===== src/sv/thne_pkg.sv =====
package thne_pkg;

	localparam int unsigned CharW   = 16;
	localparam int unsigned QDepth  = 4;
	localparam int unsigned QAddrW  = $clog2(QDepth);
	localparam int unsigned QCountW = $clog2(QDepth + 1);

	localparam logic [CharW-1:0] CHAR_TILDE = 16'h007E;
	localparam logic [CharW-1:0] CHAR_SPACE = 16'h0020;
	localparam logic [CharW-1:0] CHAR_DOT   = 16'h002E;
	localparam logic [CharW-1:0] CHAR_QUOTE = 16'h0022;
	localparam logic [CharW-1:0] CHAR_STAR  = 16'h002A;
	localparam logic [CharW-1:0] CHAR_SLASH = 16'h002F;
	localparam logic [CharW-1:0] CHAR_COLON = 16'h003A;
	localparam logic [CharW-1:0] CHAR_LESS  = 16'h003C;
	localparam logic [CharW-1:0] CHAR_MORE  = 16'h003E;
	localparam logic [CharW-1:0] CHAR_QMARK = 16'h003F;
	localparam logic [CharW-1:0] CHAR_BSLSH = 16'h005C;
	localparam logic [CharW-1:0] CHAR_BAR   = 16'h007C;

	// escape sequence: tilde, high digit, low digit, tilde
	typedef enum logic [1:0] {
		STEP_OPEN  = 2'd0,
		STEP_HI    = 2'd1,
		STEP_LO    = 2'd2,
		STEP_CLOSE = 2'd3
	} thne_step_t;

	typedef struct packed {
		logic [CharW-1:0] ch;
		logic             esc;
		logic             last;
	} thne_entry_t;

	function automatic logic is_reserved(input logic [CharW-1:0] c);
		logic r;
		r = 1'b0;
		if (c < CHAR_SPACE) r = 1'b1;
		if (c == CHAR_QUOTE || c == CHAR_STAR || c == CHAR_SLASH || c == CHAR_COLON
			|| c == CHAR_LESS || c == CHAR_MORE || c == CHAR_QMARK
			|| c == CHAR_BSLSH || c == CHAR_BAR) r = 1'b1;
		return r;
	endfunction

	// lower-case hex digit as a character code
	function automatic logic [CharW-1:0] hex_char(input logic [3:0] n);
		logic [CharW-1:0] r;
		if (n < 4'd10) r = 16'h0030 + {12'd0, n};
		else r = 16'h0057 + {12'd0, n};
		return r;
	endfunction

endpackage


===== src/sv/thne_ifs.sv =====
interface thne_in_if;
	import thne_pkg::*;
	logic             valid;
	logic             ready;
	logic [CharW-1:0] in_char;
	logic             in_last;
	modport source (output valid, in_char, in_last, input ready);
	modport sink (input valid, in_char, in_last, output ready);
endinterface

interface thne_out_if;
	import thne_pkg::*;
	logic             valid;
	logic             ready;
	logic [CharW-1:0] out_char;
	logic             run_last;
	logic             name_end;
	modport source (output valid, out_char, run_last, name_end, input ready);
	modport sink (input valid, out_char, run_last, name_end, output ready);
endinterface

interface thne_cfg_if;
	logic valid;
	logic ready;
	logic folder_mode;
	modport source (output valid, folder_mode, input ready);
	modport sink (input valid, folder_mode, output ready);
endinterface


===== src/sv/tilde_hex_name_escaper.sv =====
// channel   dir   payload                           accepted when
// in_ch     in    in_char[15:0], in_last            valid && ready
// out_ch    out   out_char[15:0], run_last, name_end valid && ready
// cfg_ch    in    folder_mode                       valid && ready (ready tied high)
//
// one output word per cycle from the back end's output register while out_ch.ready
// holds and entries wait: a plain character gives one word, an escaped one four (tilde, two hex digits, tilde)
// an input word passes through the queue, the back end's current-entry register and the output register
// reset empties the queue (pointers and count) and clears valids; folder_mode to 0, name start flag to 1
// input and output stall on their own: the four-entry queue keeps taking words
// while the output waits, and in_ch.ready drops only when the queue is full
module tilde_hex_name_escaper
	import thne_pkg::*;
(
	input  logic       clk,
	input  logic       arst_n,
	thne_in_if.sink    in_ch,
	thne_out_if.source out_ch,
	thne_cfg_if.sink   cfg_ch
);

	// front to queue
	logic        push;
	thne_entry_t push_entry;
	logic        q_full;
	// queue to back
	logic        pop_req;
	logic        q_avail;
	thne_entry_t q_head;

	// front: handshake, escape decision, name start tracking, config register
	thne_front u_front (
		.clk        (clk),
		.arst_n     (arst_n),
		.in_ch      (in_ch),
		.cfg_ch     (cfg_ch),
		.q_full     (q_full),
		.push       (push),
		.push_entry (push_entry)
	);

	// classified words waiting for the back end
	thne_queue u_queue (
		.clk        (clk),
		.arst_n     (arst_n),
		.push       (push),
		.push_entry (push_entry),
		.full       (q_full),
		.pop_req    (pop_req),
		.avail      (q_avail),
		.head       (q_head)
	);

	// back: expands each entry into one or four output words
	thne_back u_back (
		.clk     (clk),
		.arst_n  (arst_n),
		.q_avail (q_avail),
		.q_head  (q_head),
		.pop_req (pop_req),
		.out_ch  (out_ch)
	);

endmodule


===== src/sv/thne_front.sv =====
module thne_front
	import thne_pkg::*;
(
	input  logic        clk,
	input  logic        arst_n,
	thne_in_if.sink     in_ch,
	thne_cfg_if.sink    cfg_ch,
	input  logic        q_full,
	output logic        push,
	output thne_entry_t push_entry
);

	logic folder_mode_q;
	logic at_name_start_q;
	logic esc;
	logic accept;

	assign cfg_ch.ready = 1'b1;
	assign in_ch.ready  = !q_full;
	assign accept       = in_ch.valid && !q_full;

	always_comb begin
		esc = is_reserved(in_ch.in_char);
		if (at_name_start_q && in_ch.in_char == CHAR_SPACE) esc = 1'b1;
		if (folder_mode_q && in_ch.in_last
			&& (in_ch.in_char == CHAR_DOT || in_ch.in_char == CHAR_SPACE)) esc = 1'b1;
	end

	assign push            = accept;
	assign push_entry.ch   = in_ch.in_char;
	assign push_entry.esc  = esc;
	assign push_entry.last = in_ch.in_last;

	always_ff @(posedge clk or negedge arst_n) begin
		if (!arst_n) begin
			folder_mode_q   <= 1'b0;
			at_name_start_q <= 1'b1;
		end else begin
			if (cfg_ch.valid) folder_mode_q <= cfg_ch.folder_mode;
			if (accept) at_name_start_q <= in_ch.in_last;
		end
	end

endmodule


===== src/sv/thne_queue.sv =====
module thne_queue
	import thne_pkg::*;
(
	input  logic        clk,
	input  logic        arst_n,
	input  logic        push,
	input  thne_entry_t push_entry,
	output logic        full,
	input  logic        pop_req,
	output logic        avail,
	output thne_entry_t head
);

	thne_entry_t        mem_q [QDepth];
	logic [QAddrW-1:0]  wr_ptr_q;
	logic [QAddrW-1:0]  rd_ptr_q;
	logic [QCountW-1:0] count_q;
	logic               do_push;
	logic               do_pop;

	assign full    = count_q == QCountW'(QDepth);
	assign avail   = count_q != '0;
	assign head    = mem_q[rd_ptr_q];
	assign do_push = push && !full;
	assign do_pop  = pop_req && avail;

	always_ff @(posedge clk) begin
		if (do_push) mem_q[wr_ptr_q] <= push_entry;
	end

	always_ff @(posedge clk or negedge arst_n) begin
		if (!arst_n) begin
			wr_ptr_q <= '0;
			rd_ptr_q <= '0;
			count_q  <= '0;
		end else begin
			if (do_push) wr_ptr_q <= wr_ptr_q + 1'b1;
			if (do_pop) rd_ptr_q <= rd_ptr_q + 1'b1;
			if (do_push && !do_pop) count_q <= count_q + 1'b1;
			else if (do_pop && !do_push) count_q <= count_q - 1'b1;
		end
	end

endmodule


===== src/sv/thne_back.sv =====
module thne_back
	import thne_pkg::*;
(
	input  logic        clk,
	input  logic        arst_n,
	input  logic        q_avail,
	input  thne_entry_t q_head,
	output logic        pop_req,
	thne_out_if.source  out_ch
);

	logic             cur_vld_q;
	thne_entry_t      cur_q;
	thne_step_t       step_q;
	logic             out_vld_q;
	logic [CharW-1:0] out_char_q;
	logic             run_last_q;
	logic             name_end_q;
	logic             adv;
	logic             fin;
	logic             take;
	logic [CharW-1:0] word;

	assign adv     = cur_vld_q && (!out_vld_q || out_ch.ready);
	assign fin     = !cur_q.esc || step_q == STEP_CLOSE;
	assign take    = !cur_vld_q || (adv && fin);
	assign pop_req = take;

	always_comb begin
		if (!cur_q.esc) begin
			word = cur_q.ch;
		end else begin
			unique case (step_q)
				STEP_HI: word = hex_char(cur_q.ch[7:4]);
				STEP_LO: word = hex_char(cur_q.ch[3:0]);
				default: word = CHAR_TILDE;
			endcase
		end
	end

	always_ff @(posedge clk or negedge arst_n) begin
		if (!arst_n) begin
			cur_vld_q <= 1'b0;
			step_q    <= STEP_OPEN;
			out_vld_q <= 1'b0;
		end else begin
			if (take) begin
				cur_vld_q <= q_avail;
				step_q    <= STEP_OPEN;
			end else if (adv) begin
				step_q <= thne_step_t'(step_q + 2'd1);
			end
			if (adv) out_vld_q <= 1'b1;
			else if (out_ch.ready) out_vld_q <= 1'b0;
		end
	end

	always_ff @(posedge clk) begin
		if (take) cur_q <= q_head;
		if (adv) begin
			out_char_q <= word;
			run_last_q <= fin;
			name_end_q <= fin && cur_q.last;
		end
	end

	assign out_ch.valid    = out_vld_q;
	assign out_ch.out_char = out_char_q;
	assign out_ch.run_last = run_last_q;
	assign out_ch.name_end = name_end_q;

endmodule


===== src/flat_wrapper.sv =====
// flat-port wrapper written by rule: the top's interface ports become plain ports
module tilde_hex_name_escaper_flat import thne_pkg::*;
  (clk, arst_n, in_ch_valid, in_ch_in_char, in_ch_in_last, in_ch_ready, out_ch_valid, out_ch_out_char, out_ch_run_last, out_ch_name_end, out_ch_ready, cfg_ch_valid, cfg_ch_folder_mode, cfg_ch_ready);
  thne_in_if in_ch_i ();
  thne_out_if out_ch_i ();
  thne_cfg_if cfg_ch_i ();
  input  logic clk;
  input  logic arst_n;
  input wire logic [$bits(in_ch_i.valid)-1:0] in_ch_valid;
  input wire logic [$bits(in_ch_i.in_char)-1:0] in_ch_in_char;
  input wire logic [$bits(in_ch_i.in_last)-1:0] in_ch_in_last;
  output wire logic [$bits(in_ch_i.ready)-1:0] in_ch_ready;
  output wire logic [$bits(out_ch_i.valid)-1:0] out_ch_valid;
  output wire logic [$bits(out_ch_i.out_char)-1:0] out_ch_out_char;
  output wire logic [$bits(out_ch_i.run_last)-1:0] out_ch_run_last;
  output wire logic [$bits(out_ch_i.name_end)-1:0] out_ch_name_end;
  input wire logic [$bits(out_ch_i.ready)-1:0] out_ch_ready;
  input wire logic [$bits(cfg_ch_i.valid)-1:0] cfg_ch_valid;
  input wire logic [$bits(cfg_ch_i.folder_mode)-1:0] cfg_ch_folder_mode;
  output wire logic [$bits(cfg_ch_i.ready)-1:0] cfg_ch_ready;
  assign in_ch_i.valid = in_ch_valid;
  assign in_ch_i.in_char = in_ch_in_char;
  assign in_ch_i.in_last = in_ch_in_last;
  assign in_ch_ready = in_ch_i.ready;
  assign out_ch_valid = out_ch_i.valid;
  assign out_ch_out_char = out_ch_i.out_char;
  assign out_ch_run_last = out_ch_i.run_last;
  assign out_ch_name_end = out_ch_i.name_end;
  assign out_ch_i.ready = out_ch_ready;
  assign cfg_ch_i.valid = cfg_ch_valid;
  assign cfg_ch_i.folder_mode = cfg_ch_folder_mode;
  assign cfg_ch_ready = cfg_ch_i.ready;
  tilde_hex_name_escaper u_core (.clk(clk), .arst_n(arst_n), .in_ch(in_ch_i), .out_ch(out_ch_i), .cfg_ch(cfg_ch_i));
endmodule

===== config.mk =====
export PLATFORM = sky130hd
export DESIGN_NAME = tilde_hex_name_escaper_flat
export DESIGN_NICKNAME = d
export VERILOG_FILES = /design/src/sv/thne_pkg.sv /design/src/sv/thne_ifs.sv /design/src/sv/tilde_hex_name_escaper.sv /design/src/sv/thne_front.sv /design/src/sv/thne_queue.sv /design/src/sv/thne_back.sv /design/src/flat_wrapper.sv
export SDC_FILE = /design/constraint.sdc
export NUM_CORES = 1
export LEC_CHECK = 0
export BUFFER_PORTS_ARGS = -buffer_cell sky130_fd_sc_hd__buf_2
export CORE_MARGIN = 10
export CORE_UTILIZATION = 63
export DETAILED_ROUTE_END_ITERATION = 16
export GPL_TIMING_DRIVEN = 0
export PLACE_DENSITY = 0.9
export SLEW_MARGIN = 40
export SYNTH_ARGS = -nofsm -noshare
export SYNTH_HDL_FRONTEND = slang
export SYNTH_HIERARCHICAL = 1
export SYNTH_SLANG_ARGS = --single-unit

===== constraint.sdc =====
create_clock -name clk -period 3.7 [get_ports clk]
set_input_delay 0.185 -clock clk [delete_from_list [all_inputs] [get_ports clk]]
set_output_delay 0.185 -clock clk [all_outputs]
set_load 0.05 [all_outputs]

* Yosys cells after proc, flatten, opt, wreduce, memory -nomap -nowiden
Memory sizes are Yosys's and may differ from the RTL's. A register that Yosys moved wholly into a read port is not among the register bits.
Index checks and enable logic that the tools add are counted.
Widths: inputs -> output; s select.
** Cells by class
- Multiplexer cells :: 16
- $add $sub $neg :: 9
- Eq/ne operators :: 15
- Magnitude comparators :: 3
- Reduce and logical (&&, ||, !) cells :: 33
** Operators with widths (count)
- $eq 16x6->1 const B :: 9
- $eq 16x7->1 const B :: 2
- $pmux 16 s2 :: 1
- $add 7x4->8 const A :: 2
- $lt 16x6->1 const B :: 1
- $mux 16 :: 1
- $mux 8 :: 2
- $add 6x4->7 const A :: 2
- $logic_or 1x1->1 :: 12
- $logic_and 1x1->1 :: 11
- $lt 4x4->1 const B :: 2
- $mux 1 :: 8
- $add 2x1->2 const B :: 3
- $logic_not 1->1 :: 6
- $mux 3 :: 2
- $reduce_bool 2->1 :: 3
- $eq 2x2->1 const B :: 2
- $mux 2 :: 2
- $add 3x1->3 const B :: 1
- $eq 3x3->1 const B :: 1
- $reduce_bool 3->1 :: 1
- $sub 3x1->3 const B :: 1
- $eq 2x1->1 const B :: 1
** Word-level totals
- Input bits :: 23
- Flip-flop bits (word level) :: 31
- Output and inout port bits :: 21
- Memories :: 1
- Bits in writable memories :: 72
** Memory list
- u_core.u_queue.mem_q :: words 4, bits a word 18, read ports 1, clocked after Yosys merged registers in 1, wr ports 1, RTL line thne_queue.sv:14 : thne_entry_t mem_q [QDepth];

* Longest topological paths before layout
Gate-level depths: netlist of run 1.
- Depth in word-level cells :: 12
- Depth in mapped cells :: 11
- Depth with buffers taken out :: 11

* Modules after synthesis
Netlist of run 1, hierarchy kept.
** Modules (own cells, without submodules)
- thne_queue :: area an instance 3019.1 µm², instances 1, cells each 130
- thne_back :: area an instance 1677.9 µm², instances 1, cells each 122
- thne_front :: area an instance 340.3 µm², instances 1, cells each 42

* Least setup slack after synthesis of run 1
OpenSTA, ideal clock, no wires.
- Kind :: flip-flop to flip-flop
- Start point :: reg u_core.u_back.out_vld_q (netlist: u_core/u_back/out_ch.valid)
- End point :: reg u_core.u_queue.count_q[2]
- Stages on the path, launching flop included :: 11
- Setup slack :: 1.279 ns
- Arrival time :: 2.342 ns
- Required time :: 3.621 ns
- Clock period less this slack :: 2.421 ns
- Path through :: dfrtp_1 -> nand2b_1 -> nand2_1 -> nand2_2 -> nand2_1 -> ha_1 -> inv_1 -> fa_1 -> xor2_1 -> nor2_1 -> xor2_1
** On the way
- Word-level cells in the longest chain between the ends :: 9
** Ends and longest elaborated chain
- from (decl) :: RTL line thne_back.sv:15 : logic out_vld_q;
- from (signal assigned) :: RTL line thne_back.sv:45 : out_vld_q <= 1'b0;
- from (signal assigned) :: RTL line thne_back.sv:53 : if (adv) out_vld_q <= 1'b1;
- from (signal assigned) :: RTL line thne_back.sv:54 : else if (out_ch.ready) out_vld_q <= 1'b0;
- $logic_not 1->1 * :: RTL line thne_back.sv:24 : assign adv = cur_vld_q && (!out_vld_q || out_ch.ready);
- $logic_or 1x1->1 * :: RTL line thne_back.sv:24
- $logic_and 1x1->1 * :: RTL line thne_back.sv:24
- $logic_and 1x1->1 * :: RTL line thne_back.sv:26 : assign take = !cur_vld_q || (adv && fin);
- $logic_or 1x1->1 * :: RTL line thne_back.sv:26
- via u_core.pop_req :: RTL line tilde_hex_name_escaper.sv:27 : logic pop_req;
- $logic_and 1x1->1 * :: RTL line thne_queue.sv:25 : assign do_pop = pop_req && avail;
- $logic_not 1->1 :: RTL line thne_queue.sv:39 : if (do_push && !do_pop) count_q <= count_q + 1'b1;
- $logic_and 1x1->1 :: RTL line thne_queue.sv:39
- $mux 3 / $reduce_bool 2->1 (equally long branches)
- to (signal assigned) :: RTL line thne_queue.sv:39
- to (signal assigned) :: RTL line thne_queue.sv:40 : else if (do_pop && !do_push) count_q <= count_q - 1'b1;
- to (decl) :: RTL line thne_queue.sv:17 : logic [QCountW-1:0] count_q;
Mark *: on every way through the listed nets, which the timed path passes. The rest lies on a longest branch.
A chain may end at the register's enable or synchronous reset.

* Final worst setup path of run 1
- Start point :: reg u_core.u_back.step_q[0]
- End point :: reg u_core.u_queue.count_q[2]
** On the way
- Word-level cells in the longest chain between the ends :: 8
** Ends and longest elaborated chain
- from (decl) :: RTL line thne_back.sv:14 : thne_step_t step_q;
- from (signal assigned) :: RTL line thne_back.sv:51 : step_q <= thne_step_t'(step_q + 2'd1);
- $eq 2x2->1 * :: RTL line thne_back.sv:25 : assign fin = !cur_q.esc || step_q == STEP_CLOSE;
- $logic_or 1x1->1 * :: RTL line thne_back.sv:25
- via u_core.u_back.fin :: RTL line thne_back.sv:20 : logic fin;
- $logic_and 1x1->1 * :: RTL line thne_back.sv:26
- $logic_or 1x1->1 * :: RTL line thne_back.sv:26
- via u_core.pop_req :: RTL line tilde_hex_name_escaper.sv:27
- $logic_and 1x1->1 * :: RTL line thne_queue.sv:25
- $logic_not 1->1 :: RTL line thne_queue.sv:39
- $logic_and 1x1->1 :: RTL line thne_queue.sv:39
- $mux 3 / $reduce_bool 2->1 (equally long branches)
Marked as above.

==> impl_metrics.py, run 1 <==
metrics = {
    "sta": {
        "fin_setup_tns_ns": 0,
        "rsz0062_at_grt": "no",
        "setup_slack_ns": 1.01,
        "setup_viol": 0,
        "worstMarginPinSlew_ns": 0.714,
        "finalHoldViolations": 0,
        "fmax_ghz": 0.372,
        "timing.slew.headroom_pct": 52.4,
        "skew_ns": 0.00924,
        "post-route-period-util_pct": 72.7,
        "drv_slew": 0,
        "final.min_clock_period_ns": 2.69,
    },
    "critical_path": {
        "arrival_ns": 3.12,
        "start_kind": "register",
        "worstRegToRegCells": 11,
        "crit_type": "register to register",
        "cp_max_fo": 23,
        "cp.required_ns": 4.13,
        "crit_path_end_kind": "register",
    },
    "cells_and_area": {
        "layout_common_cells": "edfxtp_1, buf_2, buf_4",
        "register_area_mm2": 0.00357,
        "final_common_cell": "edfxtp_1",
        "diodes": 0,
        "drive_gt1_share_pct": 35.8,
        "multi_input_area_mm2": 0.00125,
        "finalNetCount": 404,
        "nFillCells": 428,
        "stdcell_area_mm2": 0.00614,
        "syn_to_final_growth_pct": 21.9,
    },
    "routing": {
        "vias": 2827,
        "totalWireLength_mm": 10.1,
        "drt_drc_violations_left": 0,
        "ant_nets": 0,
        "drtIter0Drc": 261,
        "drt-pass1-iter-count": 6,
        "post_drt_via_cell_ratio": 5.83,
        "wl_per_cell_um": 20.9,
    },
    "job": {
        "maxCapViolCount": 0,
    },
    "pwr": {
        "combPwrFrac_pct": 30.0,
        "power_leakage_nw": 2.29,
        "pwr-share-clk_pct": 29.9,
        "switchingPower_mw": 1.87,
        "power_mw": 5.56,
        "ir_drop_uv": 568,
        "sequentialPowerShare_pct": 40.1,
        "swShare_pct": 33.7,
        "powerDensity_mw_per_mm2": 905,
        "power.internal_mw": 3.68,
    },
    "global_routing": {
        "track_usage_pct": 18.2,
        "grt_pass1_wl_mm": 15.8,
        "grt-ovfl-total": 0,
        "grt_pass1_vias": 2945,
        "antenna_found_initial": 0,
        "grt_max_degree": 24,
    },
    "cts": {
        "root_buffer": "clkbuf_8",
        "ctsHtreeMaxLevel": 4,
        "cts.sinks": 121,
        "cts_tree": "done",
        "cts.path.max_buffers": 2,
        "cts_buffers": 17,
        "cts_resized": 0,
        "clock_latency_ns": 0.51,
        "clkTransAtPathRegs_ns": 0.06,
    },
    "synth": {
        "yosysUniqueCellTypes": 46,
        "seq_area_frac_synth_pct": 70.9,
        "netlist_area_mm2": 0.00504,
        "syn_nets": 328,
        "synth_seq_cells": 121,
        "synth_warnings": 6,
        "synth.avg_cell_area_um2": 17.1,
        "synthCells": 294,
    },
    "die": {
        "die_w_um": 109,
        "io_pins": 44,
        "num_rows": 32,
        "dieArea_mm2": 0.0120,
        "fp.coreArea_mm2": 0.00777,
        "initial_core_util_pct": 64.9,
        "die_height_um": 109,
    },
    "placed_design": {
        "dpl_cell_area_mm2": 0.00539,
        "io_buffers": 42,
        "dpl.hpwl_mm": 5.80,
        "finalWeightedCongestion": 0.917,
        "place_ws_ns": 1.07,
    },
    "run_status": {
        "status": "complete, no violations",
    },
    "hold_path": {
        "hold_path_class": "input port to register",
        "hold_depth": 2,
    },
}
-- area by class of cell --
type,instances,area share (%)
Sequential cell,121,58.1
Multi-Input combinational cell,135,20.3
Clock buffer,17,6.74
Timing Repair Buffer,57,5.87
Clock inverter,15,3.10
Buffer,26,3.04
Tap cell,102,2.08
Inverter,12,0.733
-- synthesized netlist by cell type (all sizes together) --
master,n,area [um2]
edfxtp,108,3240
buf,26,186
mux4,18,405
dfrtp,12,300
inv,12,45.0
nand2,12,47.6
nor2,12,45.0
o21ai,12,60.1
ha,10,125
nor2b,9,56.3
a21oi,8,40.0
xnor2,6,52.6
and2,5,31.3
nand2b,5,33.8
nor3,5,25.0
and2b,4,30.0
mux2,4,48.8
nand3,3,15.0
nor3b,3,38.8
a211oi,2,20.0
a22oi,2,15.0
o31ai,2,20.0
xor2,2,17.5
a221oi,1,15.0
a31oi,1,6.26
conb,1,3.75
dfstp,1,26.3
fa,1,20.0
nand4,1,6.26
nor4,1,6.26
o211ai,1,12.5
o21a,1,7.51
o221ai,1,8.76
o41ai,1,16.3
or3,1,6.26
-- timing repair --
action,in CTS,in global routing
buffers inserted,0,0
hold endpoints to repair,59,0
hold buffers,15,0
-- state kept, by name (all words and copies together) (netlist names) --
name and count:
u_core/u_back/cur_q 18, u_core/u_front/folder_mode_q 1, u_core/u_queue/mem_q 72, u_core/u_queue/rd_ptr_q 2, u_core/u_queue/count_q 3, u_core/u_back/out_ch.run_last 1
u_core/u_back/out_ch.name_end 1, u_core/u_back/out_ch.out_char 16, u_core/u_back/cur_vld_q 1, u_core/u_back/out_ch.valid 1, u_core/u_back/step_q 2, u_core/u_front/at_name_start_q 1
u_core/u_queue/wr_ptr_q 2
-- critical path, cell delays in order, from the launching register on --
cell and delay, ns:
dfrtp_1 0.44, ha_1 0.22, nand2b_2 0.18, nand2_1 0.11, nand2_2 0.33, nand2_1 0.26
ha_1 0.22, inv_1 0.06, fa_1 0.37, xor2_1 0.15, nor2_1 0.12, xor2_1 0.16
-- worst paths after layout --
path / to / slack (ns) / from
worst min-delay path: u_core/u_queue/mem_q[2][3] / 0.05 / in_ch_in_char[1]
max in group asynchronous: u_core/u_front/at_name_start_q / 3.30 / arst_n
min in group asynchronous: u_core/u_queue/count_q[1] / 0.10 / arst_n
worst min register to register: u_core/u_queue/count_q[2] / 0.48 / u_core/u_queue/count_q[2]
worst max register to register: u_core/u_queue/count_q[2] / 1.01 / u_core/u_back/step_q[0]
worst max-delay path: u_core/u_queue/count_q[2] / 1.01 / u_core/u_back/step_q[0]
-- routing by layer --
| metal | global-route usage (%) | vias to the layer above | wire [um] |
|---|---|---|---|
| li1 | - | 1252 | - |
| met1 | 20.7 | 1405 | 3870 |
| met2 | 30.8 | 151 | 5310 |
| met3 | 5.62 | 19 | 748 |
| met4 | 8.55 | 0 | 195 |
| met5 | 0 | - | 0 |
-- power by group through the flow --
stage	Combinational [mW]	Sequential (mW)	Clock [mW]
4_1_cts	1.67	2.22	1.67
6_report	1.67	2.23	1.66
3_5_place_dp	1.61	2.23	0
2_1_floorplan	0.964	2.48	0
3_3_place_gp	1.55	2.20	0
5_1_grt	1.81	2.27	1.74
-- logic make-up (layout without fill, tap and decap cells) --
group / count (synthesis) / after routing / synth area share (%)
AO/OA/AOI/OAI: 32 / 32 / 4.40
XOR/XNOR: 8 / 8 / 1.39
adder cells (fa/ha/maj): 11 / 11 / 2.88
buffers and inverters: 38 / 127 / 4.59
flip-flops: 121 / 121 / 70.9
multiplexers: 22 / 22 / 9.02
other: 1 / 1 / 0.0744
AND/OR/NAND/NOR: 61 / 61 / 6.78
-- stage by stage --
step                instances  utilization (%)  hold WS [ns]
finish                    485             79.1        0.0476
global route              485             79.1        0.0402
CTS                       485             79.1        0.0185
detailed placement        438             69.3        0.0961
global placement          438             69.2        0.0928
floorplan                 294                -        -0.111
Power figures use the tool's default switching activity.
==> inputs of run 2 (changes only) <==
Settings changed: ABC_AREA set to 1, CORE_UTILIZATION 63 to 60, PLACE_DENSITY 0.9 to 0.86.
Clock period 3.7 ns to 2.81 ns, I/O delays scaled along.
==> run 2 against run 1 <==
Effect of this change: synthesized cell count rose by 65%; largest power group unchanged; critical path depth rose by 4; synthesized area rose by 8.2%; hold slack worse by 0.018 ns; sequential power is 31% higher; combinational power is 75% higher; register-to-register slack got worse by 0.77 ns; clock skew decreased by 0.00063 ns; largest cell class unchanged; first-iteration DRC count up 47%; utilization is 3.1 points lower.
==> impl_metrics.py, run 2 <==
metrics = {
    "cells_and_area": {
        "diodes": 0,
        "final_common_cell": "nand2_1",
        "stdcell_area_mm2": 0.00666,
        "instances_no_fill": 690,
        "drive_gt1_share_pct": 22.7,
        "largest_register_ffs": 72,
        "layout_common_cells": "nand2_1, edfxtp_1, inv_1",
        "finalNetCount": 603,
        "regMostFlops": "u_core/u_queue/mem_q",
        "syn_to_final_growth_pct": 22.2,
    },
    "pwr": {
        "powerDensity_mw_per_mm2": 1190,
        "power_leakage_nw": 2.91,
        "power.internal_mw": 4.83,
        "swShare_pct": 39.1,
        "switchingPower_mw": 3.11,
        "ir_drop_uv": 768,
        "combPwrFrac_pct": 36.7,
        "pwr-share-clk_pct": 26.3,
        "sequentialPowerShare_pct": 36.9,
    },
    "critical_path": {
        "critPathSlowestCell": "dfrtp_1",
        "reg2reg_slack_ns": 0.24,
        "worstRegToRegCells": 15,
        "start_kind": "register",
        "cp_max_fo": 7,
        "r2r-start": "u_core/u_queue/count_q[0]",
        "crit_top_cell": "inv_1",
        "reg2reg_to": "u_core/u_queue/count_q[2]",
        "endpoint": "u_core/u_queue/count_q[2]",
        "cp.required_ns": 3.22,
        "max_stage_delay_ns": 0.43,
        "crit_path_end_kind": "register",
        "critPathLaunch": "u_core/u_queue/count_q[0]",
        "crit_type": "register to register",
        "arrival_ns": 2.99,
        "cp_cell_sequence": "inv_1 > nand3_1 > inv_1 > inv_1 > nand2_1 > inv_1 > nand2_1 > inv_1 > ha_1 > inv_1 > fa_1 > nand2_1 > nand3_1 > nand2_1 > nand2_1",
    },
    "global_routing": {
        "track_usage_pct": 18.0,
        "grt-ovfl-total": 0,
        "grt_pass1_vias": 3772,
        "grt_max_degree": 25,
        "grt_pass1_wl_mm": 18.3,
        "antenna_found_initial": 0,
    },
    "sta": {
        "post-route-period-util_pct": 91.6,
        "worstMarginPinSlew_ns": 0.731,
        "final.min_clock_period_ns": 2.57,
        "finalHoldViolations": 0,
        "fin_setup_tns_ns": 0,
        "rsz0062_at_grt": "no",
        "setup_viol": 0,
        "fmax_ghz": 0.389,
        "drv_slew": 0,
        "timing.slew.headroom_pct": 51.1,
        "skew_ns": 0.00861,
        "timing.hold.ws_ns": 0.0298,
    },
    "synth": {
        "seq_area_frac_synth_pct": 65.5,
        "synth_warnings": 6,
        "synth_commonest_cells": "nand2_1, edfxtp_1, inv_1",
        "syn_nets": 518,
        "async_reset_ff_share_pct": 10.7,
        "ys_top_cells_by_area": "edfxtp_1, nand2_1, inv_1",
        "synth_ff_type": "edfxtp_1",
        "netlist_area_mm2": 0.00545,
        "yosys.cell_count.top_type": "nand2_1",
        "synth.avg_cell_area_um2": 11.3,
        "yosys.area.top_type": "edfxtp_1",
        "synth-edff-count": 108,
        "synth_top_area_share_pct": 59.5,
        "synth_seq_cells": 121,
        "synthCells": 484,
        "yosysUniqueCellTypes": 34,
    },
    "job": {
        "maxCapViolCount": 0,
    },
    "cts": {
        "cts_buffers": 17,
        "cts_hold_buf": 23,
        "cts.sinks": 121,
        "cts.path.max_buffers": 2,
        "root_buffer": "clkbuf_8",
        "clkTransAtPathRegs_ns": 0.06,
        "ctsHtreeMaxLevel": 4,
        "postCtsSetupBuffers": 0,
        "cts_resized": 0,
        "cts_tree": "done",
        "clock_latency_ns": 0.52,
    },
    "run_status": {
        "status": "complete, no violations",
    },
    "die": {
        "dieArea_mm2": 0.0133,
        "die_height_um": 115,
        "initial_core_util_pct": 62.2,
        "die_w_um": 115,
        "io_pins": 44,
        "fp.coreArea_mm2": 0.00876,
        "num_rows": 34,
    },
    "placed_design": {
        "io_buffers": 42,
        "place_inst": 635,
        "finalWeightedCongestion": 0.815,
        "dpl_cell_area_mm2": 0.00584,
        "dpl.hpwl_mm": 6.74,
    },
    "routing": {
        "ant_nets": 0,
        "drt-pass1-iter-count": 5,
        "totalWireLength_mm": 11.5,
        "vias": 3754,
        "drt_drc_violations_left": 0,
        "drtIter0Drc": 383,
        "post_drt_via_cell_ratio": 5.44,
        "wl_per_cell_um": 16.7,
    },
    "hold_path": {
        "hold_path_class": "input port to register",
    },
}
run 2: changes by cell type after synthesis, moves of 9 or more:
cell | before | now
inv_1 | 11 | 84
nor2_1 | 12 | 32
o211ai_1 | 0 | 34
nand2_1 | 11 | 116
nand3_1 | 3 | 15
nor2b_1 | 9 | 0
mux4_2 | 18 | 0
run 2: worst min-delay path by stage:
stage	start	end	slack (ns)	cells past startpoint
3_5_place_dp	arst_n	u_core/u_front/folder_mode_q	0.05	1
2_1_floorplan	arst_n	u_core/u_back/cur_vld_q	-0.16	0
3_3_place_gp	arst_n	u_core/u_queue/wr_ptr_q[1]	0.05	1
4_1_cts	in_ch_valid	u_core/u_queue/wr_ptr_q[1]	0.02	5
5_1_grt	arst_n	u_core/u_queue/wr_ptr_q[0]	0.05	2
6_report	in_ch_valid	u_core/u_queue/wr_ptr_q[1]	0.03	5
run 2: kinds of logic (layout without fill, tap and decap cells):
family	after synthesis	after routing	synth area share, %
other cells	1	1	0.0688
mux	1	1	0.207
flops	121	121	65.5
compound gates	53	53	7.23
fa+ha+maj	11	11	2.66
xor+xnor	1	1	0.161
buf+inv	122	220	10.8
simple gates	174	174	13.4
run 2: final cells by class:
class,count,area (um2)
multi-input cells,241,1330
clock buffers,17,414
inverters,91,342
flip-flops and latches,121,3570
fillers,514,2100
plain buffers,31,245
well taps,108,135
clock inverters,15,166
repair buffers,66,455
run 2: worst max-delay path, delay by kind of cell, from the launching register on:
kind / cells / cell delay, ns
AND/OR/NAND/NOR: 7 / 0.87
buffers and inverters: 6 / 0.57
adder cells (fa/ha/maj): 2 / 0.57
flip-flops: 1 / 0.43
run 2: routing by layer:
| layer | track usage [%] | part of all wire [%] |
|---|---|---|
| met1 | 19.6 | 38 |
| met2 | 30.7 | 53 |
| met3 | 5.63 | 7.4 |
| met4 | 9.49 | 2.1 |
| met5 | 0 | 0 |
run 2: through the flow:
| stage | power [mW] | setup slack (ns) | utilization, % |
|---|---|---|---|
| after floorplan | 4.98 | 0.344 | - |
| after global placement | 5.52 | 0.0253 | 66.1 |
| after detailed placement | 5.71 | 0.264 | 66.7 |
| after CTS | 7.90 | 0.258 | 75.9 |
| after global routing | 8.35 | 0.0531 | 76.0 |
| final | 7.94 | 0.237 | 76.0 |
run 2: power groups by stage:
stage / sequential [mW] / clock, mW / combinational [mW]
6_report: 2.93 / 2.09 / 2.92
5_1_grt: 2.99 / 2.20 / 3.16
4_1_cts: 2.93 / 2.10 / 2.87
3_3_place_gp: 2.94 / 0 / 2.59
3_5_place_dp: 2.96 / 0 / 2.76
2_1_floorplan: 3.35 / 0 / 1.63
